[config.mk]
export PLATFORM = sky130hd
export DESIGN_NAME = battery_drain_estimator
export DESIGN_NICKNAME = d
export VERILOG_FILES = /design/src/hdl/bde_pkg.sv /design/src/hdl/battery_drain_estimator.sv
export SDC_FILE = /design/constraint.sdc
export NUM_CORES = 2
export LEC_CHECK = 0
export ABC_AREA = 1
export ABC_CLOCK_PERIOD_IN_PS = 11000
export BUFFER_PORTS_ARGS = -buffer_cell sky130_fd_sc_hd__buf_2
export CAP_MARGIN = 5
export CORE_ASPECT_RATIO = 0.7
export CORE_MARGIN = 5
export CORE_UTILIZATION = 44
export DETAILED_ROUTE_END_ITERATION = 8
export GPL_ROUTABILITY_DRIVEN = 1
export PLACE_DENSITY_LB_ADDON = 0.12
export SLEW_MARGIN = 40
export SYNTH_ARGS = -nofsm -noshare
export SYNTH_HDL_FRONTEND = slang
export SYNTH_SLANG_ARGS = --single-unit
export TNS_END_PERCENT = 5
[constraint.sdc]
create_clock -name clk_i -period 11 [get_ports clk_i]
set_input_delay 2.2 -clock clk_i [delete_from_list [all_inputs] [get_ports clk_i]]
set_output_delay 2.2 -clock clk_i [all_outputs]
set_load 0.05 [all_outputs]
[src/hdl/bde_pkg.sv]
package bde_pkg;

  // Stream word widths, padded to whole bytes.
  localparam int unsigned InDataW  = 80;
  localparam int unsigned OutDataW = 72;

  // Configuration port.
  localparam int unsigned CfgIdxW  = 2;
  localparam int unsigned CfgDataW = 19;

  localparam logic [CfgIdxW-1:0] CFG_TEMP_LIMIT     = 2'd0;
  localparam logic [CfgIdxW-1:0] CFG_CURRENT_LIMIT  = 2'd1;
  localparam logic [CfgIdxW-1:0] CFG_DRAIN_DIVISOR  = 2'd2;
  localparam logic [CfgIdxW-1:0] CFG_RUNTIME_FACTOR = 2'd3;

  localparam logic signed [15:0] TEMP_LIMIT_RST     = 16'sd7680;
  localparam logic [18:0]        CURRENT_LIMIT_RST  = 19'd43520;
  localparam logic [15:0]        DRAIN_DIVISOR_RST  = 16'd4800;
  localparam logic [15:0]        RUNTIME_FACTOR_RST = 16'd2400;

  // Battery level in Q24 percent.
  localparam logic [30:0] LEVEL_MIN   = 31'd100663296;
  localparam logic [30:0] LEVEL_MAX   = 31'd1677721600;
  localparam logic [30:0] LEVEL_RESET = 31'd1577058304;

  // 0.92 in Q16.
  localparam logic [15:0] DERATE_Q16 = 16'd60293;

  localparam logic [16:0] HOURS_MIN = 17'd1024;
  localparam logic [16:0] HOURS_MAX = 17'd107520;
  localparam logic [18:0] CUR_FLOOR = 19'd256;
  localparam logic [12:0] MV_BASE   = 13'd3350;

  // Quotient bits produced by the serial divider for each division.
  localparam logic [4:0] DROP_STEPS  = 5'd31;
  localparam logic [4:0] HOURS_STEPS = 5'd17;

endpackage

[src/hdl/battery_drain_estimator.sv]
// Per-tick battery drain estimator. Each input word carries one tick of
// sensor data; the block forms a supply-current estimate from a linear load
// model, derates it by 0.92 when the corridor temperature or the current is
// over its limit, drains the stored battery level by current over the drain
// divisor (held between 6 and 100 percent), and returns one output word with
// current, level, terminal voltage, runtime and the charging and derate
// flags. A new word is accepted only once the previous one is through;
// a saturating quotient skips its division, and the block stalls while the
// previous result still waits at the output. The one bit-serial divider,
// shared by the drain and runtime divisions, forms them in 31 and 17 steps.
// The input is ready only while the block is idle; a finished result waits
// in the output register without blocking the next input. Configuration is
// to be written only while the block is idle; the block does not enforce it.
module battery_drain_estimator (
  input  logic                           clk_i,
  input  logic                           rst_ni,
  // duty[9:0], gasket_pressure[25:10], door_shut[26], quiet_period[27],
  // shelter_mode[28], corridor_temp[44:29], tick_count[76:45], zero pad
  input  logic [bde_pkg::InDataW-1:0]    s_axis_tdata,
  input  logic                           s_axis_tvalid,
  output logic                           s_axis_tready,
  // supply_current[18:0], battery_level[33:19], battery_millivolts[46:34],
  // runtime_hours[63:47], charging[64], heat_derate[65], zero pad
  output logic [bde_pkg::OutDataW-1:0]   m_axis_tdata,
  output logic                           m_axis_tvalid,
  input  logic                           m_axis_tready,
  input  logic                           cfg_we_i,
  input  logic [bde_pkg::CfgIdxW-1:0]    cfg_index_i,
  input  logic [bde_pkg::CfgDataW-1:0]   cfg_data_i
);
  import bde_pkg::*;

  localparam logic [2:0] S_IDLE = 3'd0;
  localparam logic [2:0] S_DER  = 3'd1;
  localparam logic [2:0] S_LD1  = 3'd2;
  localparam logic [2:0] S_DIV  = 3'd3;
  localparam logic [2:0] S_LVL  = 3'd4;
  localparam logic [2:0] S_MUL  = 3'd5;
  localparam logic [2:0] S_LD2  = 3'd6;
  localparam logic [2:0] S_FIN  = 3'd7;

  logic [2:0] state_q, state_d;

  logic signed [15:0] temp_limit_q;
  logic [18:0]        current_limit_q;
  logic [15:0]        drain_divisor_q;
  logic [15:0]        runtime_factor_q;

  logic [30:0] charge_q, charge_d;
  logic [18:0] cur_q, cur_d;
  logic        derate_q, derate_d;
  logic        charging_q, charging_d;
  logic        sat_q, sat_d;
  logic        phase_q, phase_d;

  // Shared serial divider: partial remainder, dividend/quotient shifter.
  logic [33:0] rem_q, rem_d;
  logic [46:0] num_q, num_d;
  logic [33:0] den_q, den_d;
  logic [4:0]  cnt_q, cnt_d;

  logic        out_valid_q, out_valid_d;
  logic [OutDataW-1:0] out_data_q, out_data_d;

  // Input fields.
  logic [9:0]         in_duty;
  logic [15:0]        in_gp;
  logic               in_door, in_quiet, in_shelter;
  logic signed [15:0] in_temp;
  logic [31:0]        in_tick;

  assign in_duty    = s_axis_tdata[9:0];
  assign in_gp      = s_axis_tdata[25:10];
  assign in_door    = s_axis_tdata[26];
  assign in_quiet   = s_axis_tdata[27];
  assign in_shelter = s_axis_tdata[28];
  assign in_temp    = $signed(s_axis_tdata[44:29]);
  assign in_tick    = s_axis_tdata[76:45];

  // Load model in 1/1024 mA, rounded half up to Q8.
  logic [20:0] load_sum;
  logic [18:0] load_cur;
  assign load_sum = 21'd16384 + 21'(in_duty) * 21'd125 + 21'(in_gp) * 21'd18
                  + (in_door ? 21'd8192 : 21'd2048)
                  + (in_quiet ? 21'd5120 : 21'd0)
                  + (in_shelter ? 21'd14336 : 21'd0);
  assign load_cur = 19'((load_sum + 21'd2) >> 2);

  // Shared multiplier.
  logic [30:0] mul_a;
  logic [15:0] mul_b;
  logic [46:0] mul_p;
  assign mul_a = (state_q == S_DER) ? {12'd0, cur_q} : charge_q;
  assign mul_b = (state_q == S_DER) ? DERATE_Q16 : runtime_factor_q;
  assign mul_p = 47'(mul_a) * 47'(mul_b);

  logic [34:0] derated;
  assign derated = mul_p[34:0] + 35'd32768;

  logic [15:0] div_eff;
  assign div_eff = (drain_divisor_q == 16'd0) ? 16'd1 : drain_divisor_q;

  // One restoring step.
  logic [35:0] trial;
  logic        take;
  assign trial = {1'b0, rem_q, num_q[46]} - {2'b00, den_q};
  assign take  = ~trial[35];

  logic [31:0] lvl_diff;
  assign lvl_diff = {1'b0, charge_q} - {1'b0, num_q[30:0]};

  logic [18:0] cur_floor;
  assign cur_floor = (cur_q > CUR_FLOOR) ? cur_q : CUR_FLOOR;

  logic [34:0] mv_sum;
  logic [12:0] mv;
  assign mv_sum = {charge_q, 3'b000} + 35'(charge_q) + 35'd8388608;
  assign mv     = MV_BASE + 13'(mv_sum[34:24]);

  logic [16:0] hours;
  always_comb begin
    if (sat_q || num_q[16:0] > HOURS_MAX) begin
      hours = HOURS_MAX;
    end else if (num_q[16:0] < HOURS_MIN) begin
      hours = HOURS_MIN;
    end else begin
      hours = num_q[16:0];
    end
  end

  assign s_axis_tready = (state_q == S_IDLE);
  assign m_axis_tvalid = out_valid_q;
  assign m_axis_tdata  = out_data_q;

  always_comb begin
    state_d     = state_q;
    charge_d    = charge_q;
    cur_d       = cur_q;
    derate_d    = derate_q;
    charging_d  = charging_q;
    sat_d       = sat_q;
    phase_d     = phase_q;
    rem_d       = rem_q;
    num_d       = num_q;
    den_d       = den_q;
    cnt_d       = cnt_q;
    out_valid_d = out_valid_q;
    out_data_d  = out_data_q;

    if (out_valid_q && m_axis_tready) begin
      out_valid_d = 1'b0;
    end

    unique case (state_q)
      S_IDLE: begin
        if (s_axis_tvalid) begin
          cur_d      = load_cur;
          derate_d   = (in_temp > temp_limit_q) || (load_cur > current_limit_q);
          charging_d = (in_tick == 32'd0);
          state_d    = S_DER;
        end
      end
      S_DER: begin
        if (derate_q) begin
          cur_d = derated[34:16];
        end
        state_d = S_LD1;
      end
      S_LD1: begin
        // Drop = (cur << 16) / divisor; a quotient of 2^31 or more always
        // clamps the level, so only the low 31 quotient bits are formed.
        phase_d = 1'b0;
        den_d   = {18'd0, div_eff};
        rem_d   = {30'd0, cur_q[18:15]};
        num_d   = {cur_q[14:0], 32'd0};
        cnt_d   = DROP_STEPS;
        sat_d   = ({12'd0, cur_q[18:15]} >= div_eff);
        state_d = sat_d ? S_LVL : S_DIV;
      end
      S_DIV: begin
        rem_d = take ? trial[33:0] : {rem_q[32:0], num_q[46]};
        num_d = {num_q[45:0], take};
        cnt_d = cnt_q - 5'd1;
        if (cnt_q == 5'd1) begin
          state_d = phase_q ? S_FIN : S_LVL;
        end
      end
      S_LVL: begin
        if (sat_q || lvl_diff[31] || lvl_diff[30:0] < LEVEL_MIN) begin
          charge_d = LEVEL_MIN;
        end else begin
          charge_d = lvl_diff[30:0];
        end
        state_d = S_MUL;
      end
      S_MUL: begin
        num_d   = mul_p;
        den_d   = 34'(cur_floor) * 34'd25600;
        state_d = S_LD2;
      end
      S_LD2: begin
        // Runtime quotients of 2^17 or more clamp to the maximum.
        phase_d = 1'b1;
        rem_d   = {4'd0, num_q[46:17]};
        num_d   = {num_q[16:0], 30'd0};
        cnt_d   = HOURS_STEPS;
        sat_d   = ({4'd0, num_q[46:17]} >= den_q);
        state_d = sat_d ? S_FIN : S_DIV;
      end
      S_FIN: begin
        if (!out_valid_q || m_axis_tready) begin
          out_valid_d = 1'b1;
          out_data_d  = {6'd0, derate_q, charging_q, hours, mv,
                         charge_q[30:16], cur_q};
          state_d     = S_IDLE;
        end
      end
      default: state_d = S_IDLE;
    endcase
  end

  always_ff @(posedge clk_i or negedge rst_ni) begin
    if (!rst_ni) begin
      state_q          <= S_IDLE;
      charge_q         <= LEVEL_RESET;
      out_valid_q      <= 1'b0;
      temp_limit_q     <= TEMP_LIMIT_RST;
      current_limit_q  <= CURRENT_LIMIT_RST;
      drain_divisor_q  <= DRAIN_DIVISOR_RST;
      runtime_factor_q <= RUNTIME_FACTOR_RST;
      phase_q          <= 1'b0;
      sat_q            <= 1'b0;
      cnt_q            <= 5'd0;
    end else begin
      state_q     <= state_d;
      charge_q    <= charge_d;
      out_valid_q <= out_valid_d;
      phase_q     <= phase_d;
      sat_q       <= sat_d;
      cnt_q       <= cnt_d;
      if (cfg_we_i) begin
        unique case (cfg_index_i)
          CFG_TEMP_LIMIT:     temp_limit_q     <= $signed(cfg_data_i[15:0]);
          CFG_CURRENT_LIMIT:  current_limit_q  <= cfg_data_i;
          CFG_DRAIN_DIVISOR:  drain_divisor_q  <= cfg_data_i[15:0];
          CFG_RUNTIME_FACTOR: runtime_factor_q <= cfg_data_i[15:0];
          default: ;
        endcase
      end
    end
  end

  always_ff @(posedge clk_i) begin
    cur_q      <= cur_d;
    derate_q   <= derate_d;
    charging_q <= charging_d;
    rem_q      <= rem_d;
    num_q      <= num_d;
    den_q      <= den_d;
    out_data_q <= out_data_d;
  end

  a_level_range: assert property (@(posedge clk_i) disable iff (!rst_ni)
    charge_q >= LEVEL_MIN && charge_q <= LEVEL_MAX)
    else $error("battery level left its range");

  a_div_rem: assert property (@(posedge clk_i) disable iff (!rst_ni)
    state_q == S_DIV |-> rem_q < den_q)
    else $error("divider remainder not below divisor");

  a_hours_range: assert property (@(posedge clk_i) disable iff (!rst_ni)
    out_valid_q |-> out_data_q[63:47] >= HOURS_MIN && out_data_q[63:47] <= HOURS_MAX)
    else $error("runtime hours out of range");

  a_accept_busy: assert property (@(posedge clk_i) disable iff (!rst_ni)
    s_axis_tvalid && s_axis_tready |=> !s_axis_tready)
    else $error("input still ready after accepting a word");

endmodule

* Word-level counts from Yosys, hierarchy flattened
Cells that the tools add are included.
Storage, ports and cells: output and inout port bits 74, logic and storage cells 114, input port bits 106, register bits after elaboration 311
Cells by class: multipliers 4, bitwise logic cells 1, reductions and logical operators 25, $lt $le $gt $ge 8, add/sub/neg operators 13, equality and inequality tests 15, multiplexer cells 29
Operators with widths (number):
- 47-bit case mux with 4 select lines | 1
- 34-bit case mux with 3 select lines | 1
- 34-bit case mux with 2 select lines | 1
- 31-bit 2-to-1 mux | 2
- 19-bit 2-to-1 mux | 3
- 31-bit by 16-bit multiplier with 47-bit output | 1
- 21-bit by 14-bit adder with 21-bit output | 2
- 19-bit case mux with 2 select lines | 1
- 35-bit by 34-bit subtractor with 36-bit output | 1
- 34-bit by 31-bit adder with 35-bit output | 1
- 35-bit by 16-bit adder with 35-bit output, second input constant | 1
- 35-bit by 24-bit adder with 35-bit output, second input constant | 1
- 30-bit by 34-bit greater-or-equal comparator with 1-bit output | 1
- 34-bit 2-to-1 mux | 1
- 32-bit zero test | 1
- 16-bit 2-to-1 mux | 2
- 31-bit by 31-bit subtractor with 32-bit output | 1
- 31-bit by 27-bit less-than comparator with 1-bit output, second input constant | 1
- 14-bit 2-to-1 mux | 2
- 19-bit by 5-bit multiplier with 24-bit output, second input constant | 1
- 3-bit case mux with 8 select lines | 1
- 18-bit by 21-bit adder with 21-bit output | 1
- 21-bit by 13-bit adder with 21-bit output | 1
- 21-bit by 2-bit adder with 21-bit output, second input constant | 1
- other kinds (38) | 65

* Longest topological paths before layout
depth after elaboration 9, mapped depth 42, mapped depth without buffers 41

* Worst setup path before layout
No wires, ideal clock.
path kind input to register, start point input s_axis_tdata[11] (netlist bit), end point register derate_q (data pin), setup time 0.265 ns, required time 10.735 ns, buffers on the path 0, arrival 8.127 ns, setup slack 2.608 ns, cell stages on the path 33, cell sequence ha_1 -> ha_1 -> inv_1 -> fa_1 -> o31ai_1 -> xnor2_1 -> inv_1 -> ha_1 -> fa_1 -> inv_1 -> fa_1 -> inv_1 -> fa_1 -> inv_1 -> fa_1 -> inv_1 -> ha_1 -> nand2_1 -> nor3_1 -> nand2_1 -> o211ai_1 -> nand2_1 -> a31oi_1 -> a21oi_1 -> xor2_1 -> ha_1 -> nand2_1 -> inv_1 -> nand2_1 -> nor3_1 -> nand4_1 -> o21ai_0 -> o21ai_0
On the way: word-level cells in the longest chain between the ends 8
RTL lines:
- start, declared | RTL line battery_drain_estimator.sv:19 | input logic [bde_pkg::InDataW-1:0] s_axis_tdata,
- 16-bit by 4-bit multiplier with 20-bit output | RTL line battery_drain_estimator.sv:83 | assign load_sum = 21'd16384 + 21'(in_duty) * 21'd125 + 21'(in_gp) * 21'd18
- 18-bit by 21-bit adder with 21-bit output | RTL line battery_drain_estimator.sv:83
- 21-bit by 14-bit adder with 21-bit output | RTL line battery_drain_estimator.sv:84 | + (in_door ? 21'd8192 : 21'd2048)
- 21-bit by 13-bit adder with 21-bit output | RTL line battery_drain_estimator.sv:85 | + (in_quiet ? 21'd5120 : 21'd0)
- 21-bit by 14-bit adder with 21-bit output | RTL line battery_drain_estimator.sv:86 | + (in_shelter ? 21'd14336 : 21'd0);
- 21-bit by 2-bit adder with 21-bit output | RTL line battery_drain_estimator.sv:87 | assign load_cur = 19'((load_sum + 21'd2) >> 2);
- 19-bit greater-than comparator | RTL line battery_drain_estimator.sv:158 | derate_d = (in_temp > temp_limit_q) || (load_cur > current_limit_q);
- 1-bit logical OR | RTL line battery_drain_estimator.sv:158
- end signal, assigned | RTL line battery_drain_estimator.sv:255 | derate_q <= derate_d;
- end, declared | RTL line battery_drain_estimator.sv:51 | logic derate_q, derate_d;
Every way passes these cells. A chain may end at the register's enable or synchronous reset.

* Worst setup path after layout
start point register state_q[0], end point register num_q[40] (data pin)
On the way: word-level cells in the longest chain between the ends 4, elaborated cells between the ends (all ways) 9, those cells by class 1 x mul; 5 x eq/ne; 3 x mux
RTL lines:
- start, declared | RTL line battery_drain_estimator.sv:42 | logic [2:0] state_q, state_d;
- start signal, assigned | RTL line battery_drain_estimator.sv:235 | state_q <= state_d;
- 3-bit by 1-bit equality test with 1-bit output | RTL line battery_drain_estimator.sv:93, battery_drain_estimator.sv:94
- 31-bit 2-to-1 mux or 16-bit 2-to-1 mux (tied branches) | RTL line battery_drain_estimator.sv:93, battery_drain_estimator.sv:94
- 31-bit by 16-bit multiplier with 47-bit output | RTL line battery_drain_estimator.sv:95 | assign mul_p = 47'(mul_a) * 47'(mul_b);
- 47-bit case mux with 4 select lines * | RTL line battery_drain_estimator.sv:154 | unique case (state_q)
- net num_d[40] | RTL line battery_drain_estimator.sv:58 | logic [46:0] num_q, num_d;
- end signal, assigned | RTL line battery_drain_estimator.sv:258 | num_q <= num_d;
- end, declared | RTL line battery_drain_estimator.sv:58
The timed path passes the listed nets; every way through them passes the cells marked *.

==> summary by stage <==
STA
The ratio of final minimum period to clock period is 84.5%. The worst-case headroom to the max-slew limit is between 40% and 50%. The max-slew violation count came to 0. The setup violation total in the final timing report is 0.

The count of final hold-check violations is 0. Setup repair after global routing left no endpoint under its margin. The time the final worst path needs with I/O delays and setup is approximately 9.3 ns. The setup TNS is 0 ns.

Static timing analysis puts the maximum clock frequency at 0.108 GHz. For the pin with the worst max-slew slack, the measured transition is between 0.8 and 0.9 ns. On the final layout, the worst clock skew is roughly 0.047 ns.

Global routing
The first global-routing pass estimated roughly 220000 um of wire. For this run, global-route usage on met2 was measured as a little under two fifths. The met1 track utilization from global routing is 44.3%.

The most used routing layer in global routing is met1. The number of antenna violations at the first check in global routing is 6. Global routing used under 10% of the available met3 tracks. The final global-route overflow total is 0. The number of global-route vias before repair is 35500. Global routing consumed, over all layers together, ~28% of the routing resources. The maximum number of pins on one net before global-route repair is 68.

Worst setup path
The beginning of the worst register-to-register path is state_q[0]$_DFFE_PN0P_. The worst setup path is of the reg -> reg kind. The peak fanout along the critical path is 47. The slowest stage of the critical path belongs to the cell fa_1. The critical path ends at num_q[40]$_DFFE_PP_. The category of the worst setup path launch point is a flip-flop. In this design, the stage delay of the slowest critical-path cell is about 0.65 ns.

The critical path starts at state_q[0]$_DFFE_PN0P_. The number of buffer and inverter instances along the worst setup path is 11. The worst register-to-register path ends at num_q[40]$_DFFE_PP_.

The cell count along the critical path is 32. Data arrives at the worst endpoint at about 9.6 ns. The worst setup path is captured at a flip-flop. The cell family contributing the most delay on the critical path is adder cells. In this run the register-to-register setup slack is roughly 1.7 ns. The path depth of the worst reg2reg path is 32. The cell repeated most along the worst path is inv_1. For the worst setup path, the data required time is roughly 11 ns.

Synth
The mean post-synth cell area is a little under 8 sq um. For this run, asynchronously set or reset flops after synthesis account for between 30% and 40%. The synthesized design devotes to its leading area cell type 22.2% of total area. The cell area after synthesis is 0.0427 sq mm. The synthesis warning total is 0. The cell type contributing the most total cell area after synthesis is fa_1. Summing the sequential cell areas from Yosys gives between 20% and 30% of the chip area. The most used flip-flop cell after synthesis is edfxtp_1. After synthesis, the cell types taking the most area are fa_1, edfxtp_1, ha_1. The number of storage elements in the synthesis netlist is about 310. Yosys mapped a number of flops with a built-in enable equal to a little over 200. In the synthesized netlist, the number of instances is around 5500. Yosys mapped the design onto a little over 60 distinct sky130hd cell types.

Clock tree
The H-tree was split into 2 levels. TritonCTS created 37 clock buffers. The number of sinks on the clock net is slightly above 300. The number of cells upsized or downsized after cts is 0. The post-CTS setup-driven buffer insertion count is 0. Clock latency on the worst-skew pair, taken at its later pin, is about 0.6 ns. TritonCTS built the clock tree. The root cell of the clock tree is clkbuf_16.

The maximum root-to-sink buffer count is 3. The cts-stage hold buffer count is 0. The clock slew seen by the registers of the worst setup and hold paths is 0.07 ns.

Finish
After the last flow step, the layout net total stands at about 6700. In the layout the commonest cells are nand2_1, inv_1, fa_1. The area growth from synthesis to layout is 8.70%.

The post-route netlist has under 10% of its cells at a drive strength greater than 1. The most common cell after layout, fill and taps aside is nand2_1.

Worst hold path
Along the worst hold path, the cell count comes to 0. The path category of the worst min-delay check is reg -> reg.

Placed design
The number of buffer cells added on primary ports is 170. The final RePlAce weighted congestion is around 0.96. After legalization and detailed placement, the total HPWL measured 119000 um.

Run
The number of max-cap violations is 0.

Routing
In the final routed layout, each cell accounts on average for roughly 21 um. In the routed design, unresolved DRC markers number 0. After detailed routing, the total wire length is roughly 140000 um. The detailed router placed roughly 37000 vias in this run. After detailed routing, the number of vias per cell comes to roughly 5.3. The count of routing violations after the opening detailed-route iteration is about 3500. The number of antenna-violating nets in the routed design is 0. The first-pass iteration count of the detailed router is 5.

Floorplan
The height of the die is around 270 um. The horizontal die dimension is 382 um. The count of standard-cell rows is 95. Pin placement for this block handled 180 I/O pins.

The starting density of the core is between 40% and 50%. The floorplan step defined a die boundary enclosing 0.103 sq mm. The core outline area is 0.0962 sq mm.

Outcome
The flow ran to the end, and the final reports show no timing, DRC or antenna violations.
## per-layer routing
layer	wire length (um)	part of all wire (%)
met5	0	0
met4	3120	2.2
met3	15100	10
met2	55200	38
met1	70800	49
## kinds of logic (layout without fill, tap and decap cells)
| kind of cell | Yosys count | count (layout) | share of synthesized area [%] |
|---|---|---|---|
| AND/OR/NAND/NOR | 2079 | 2079 | 20.0 |
| buffers and inverters | 1285 | 1450 | 11.4 |
| adder cells (fa/ha/maj) | 941 | 941 | 35.9 |
| AO/OA/AOI/OAI | 786 | 786 | 10.3 |
| flip-flops | 311 | 311 | 20.7 |
| XOR/XNOR | 77 | 77 | 1.60 |
| other | 1 | 7 | 0.00879 |
## registers in the layout (all words and copies together), names as in the netlist, 3 cells and up
register / flops
cur_q: 19
cnt_q: 5
temp_limit_q: 16
current_limit_q: 19
runtime_factor_q: 16
state_q: 3
drain_divisor_q: 16
den_q: 34
charge_q: 31
m_axis_tdata: 66
rem_q: 34
num_q: 47
## cells in the mapped netlist, types with 20 or more instances
master,number
a21o_1,23
nor4_1,21
fa_1,474
nand4_1,39
inv_1,1141
nand3_1,171
o21ai_0,299
nand2_2,20
dfstp_2,21
o21ai_1,20
nand2_1,1267
a21oi_1,283
dfrtp_1,88
nor2_1,451
xor2_1,40
o22ai_1,30
clkbuf_1,95
nor3_1,41
edfxtp_1,202
ha_1,467
o21bai_1,24
xnor2_1,36
## how the worst min path moves through the flow
stage,from,end
2_1_floorplan,charging_q$_DFFE_PP_,m_axis_tdata[64]$_DFFE_PP_
3_3_place_gp,charging_q$_DFFE_PP_,m_axis_tdata[64]$_DFFE_PP_
3_5_place_dp,charging_q$_DFFE_PP_,m_axis_tdata[64]$_DFFE_PP_
4_1_cts,charging_q$_DFFE_PP_,m_axis_tdata[64]$_DFFE_PP_
5_1_grt,charging_q$_DFFE_PP_,m_axis_tdata[64]$_DFFE_PP_
6_report,charging_q$_DFFE_PP_,m_axis_tdata[64]$_DFFE_PP_
## per-stage QoR
step | instances | worst slack [ns] | instance area (sq um) | utilization [%] | hold slack [ns]
4_1_cts | 6911 | 1.86 | 46400 | 48.2 | 0.422
3_3_place_gp | 6843 | 1.77 | 45000 | 46.8 | 0.404
2_1_floorplan | 5485 | 2.61 | 42700 | - | 0.400
3_5_place_dp | 6845 | 1.76 | 45100 | 46.9 | 0.405
6_report | 6912 | 1.71 | 46400 | 48.2 | 0.421
5_1_grt | 6911 | 1.16 | 46400 | 48.2 | 0.449
## cell type report
| cell class | count | area [sq um] |
|---|---|---|
| fillers | 9760 | 49800 |
| multi-input cells | 3889 | 29100 |
| flip-flops and latches | 311 | 8820 |
| inverters | 1163 | 4370 |
| well taps | 1261 | 1580 |
| repair buffers | 221 | 1250 |
| clock buffers | 45 | 1020 |
| clock inverters | 21 | 287 |
| diodes | 1 | 2.50 |
Power is not shown: default switching activity piles up to over one toggle a cycle in this logic, so the estimate is an artifact.
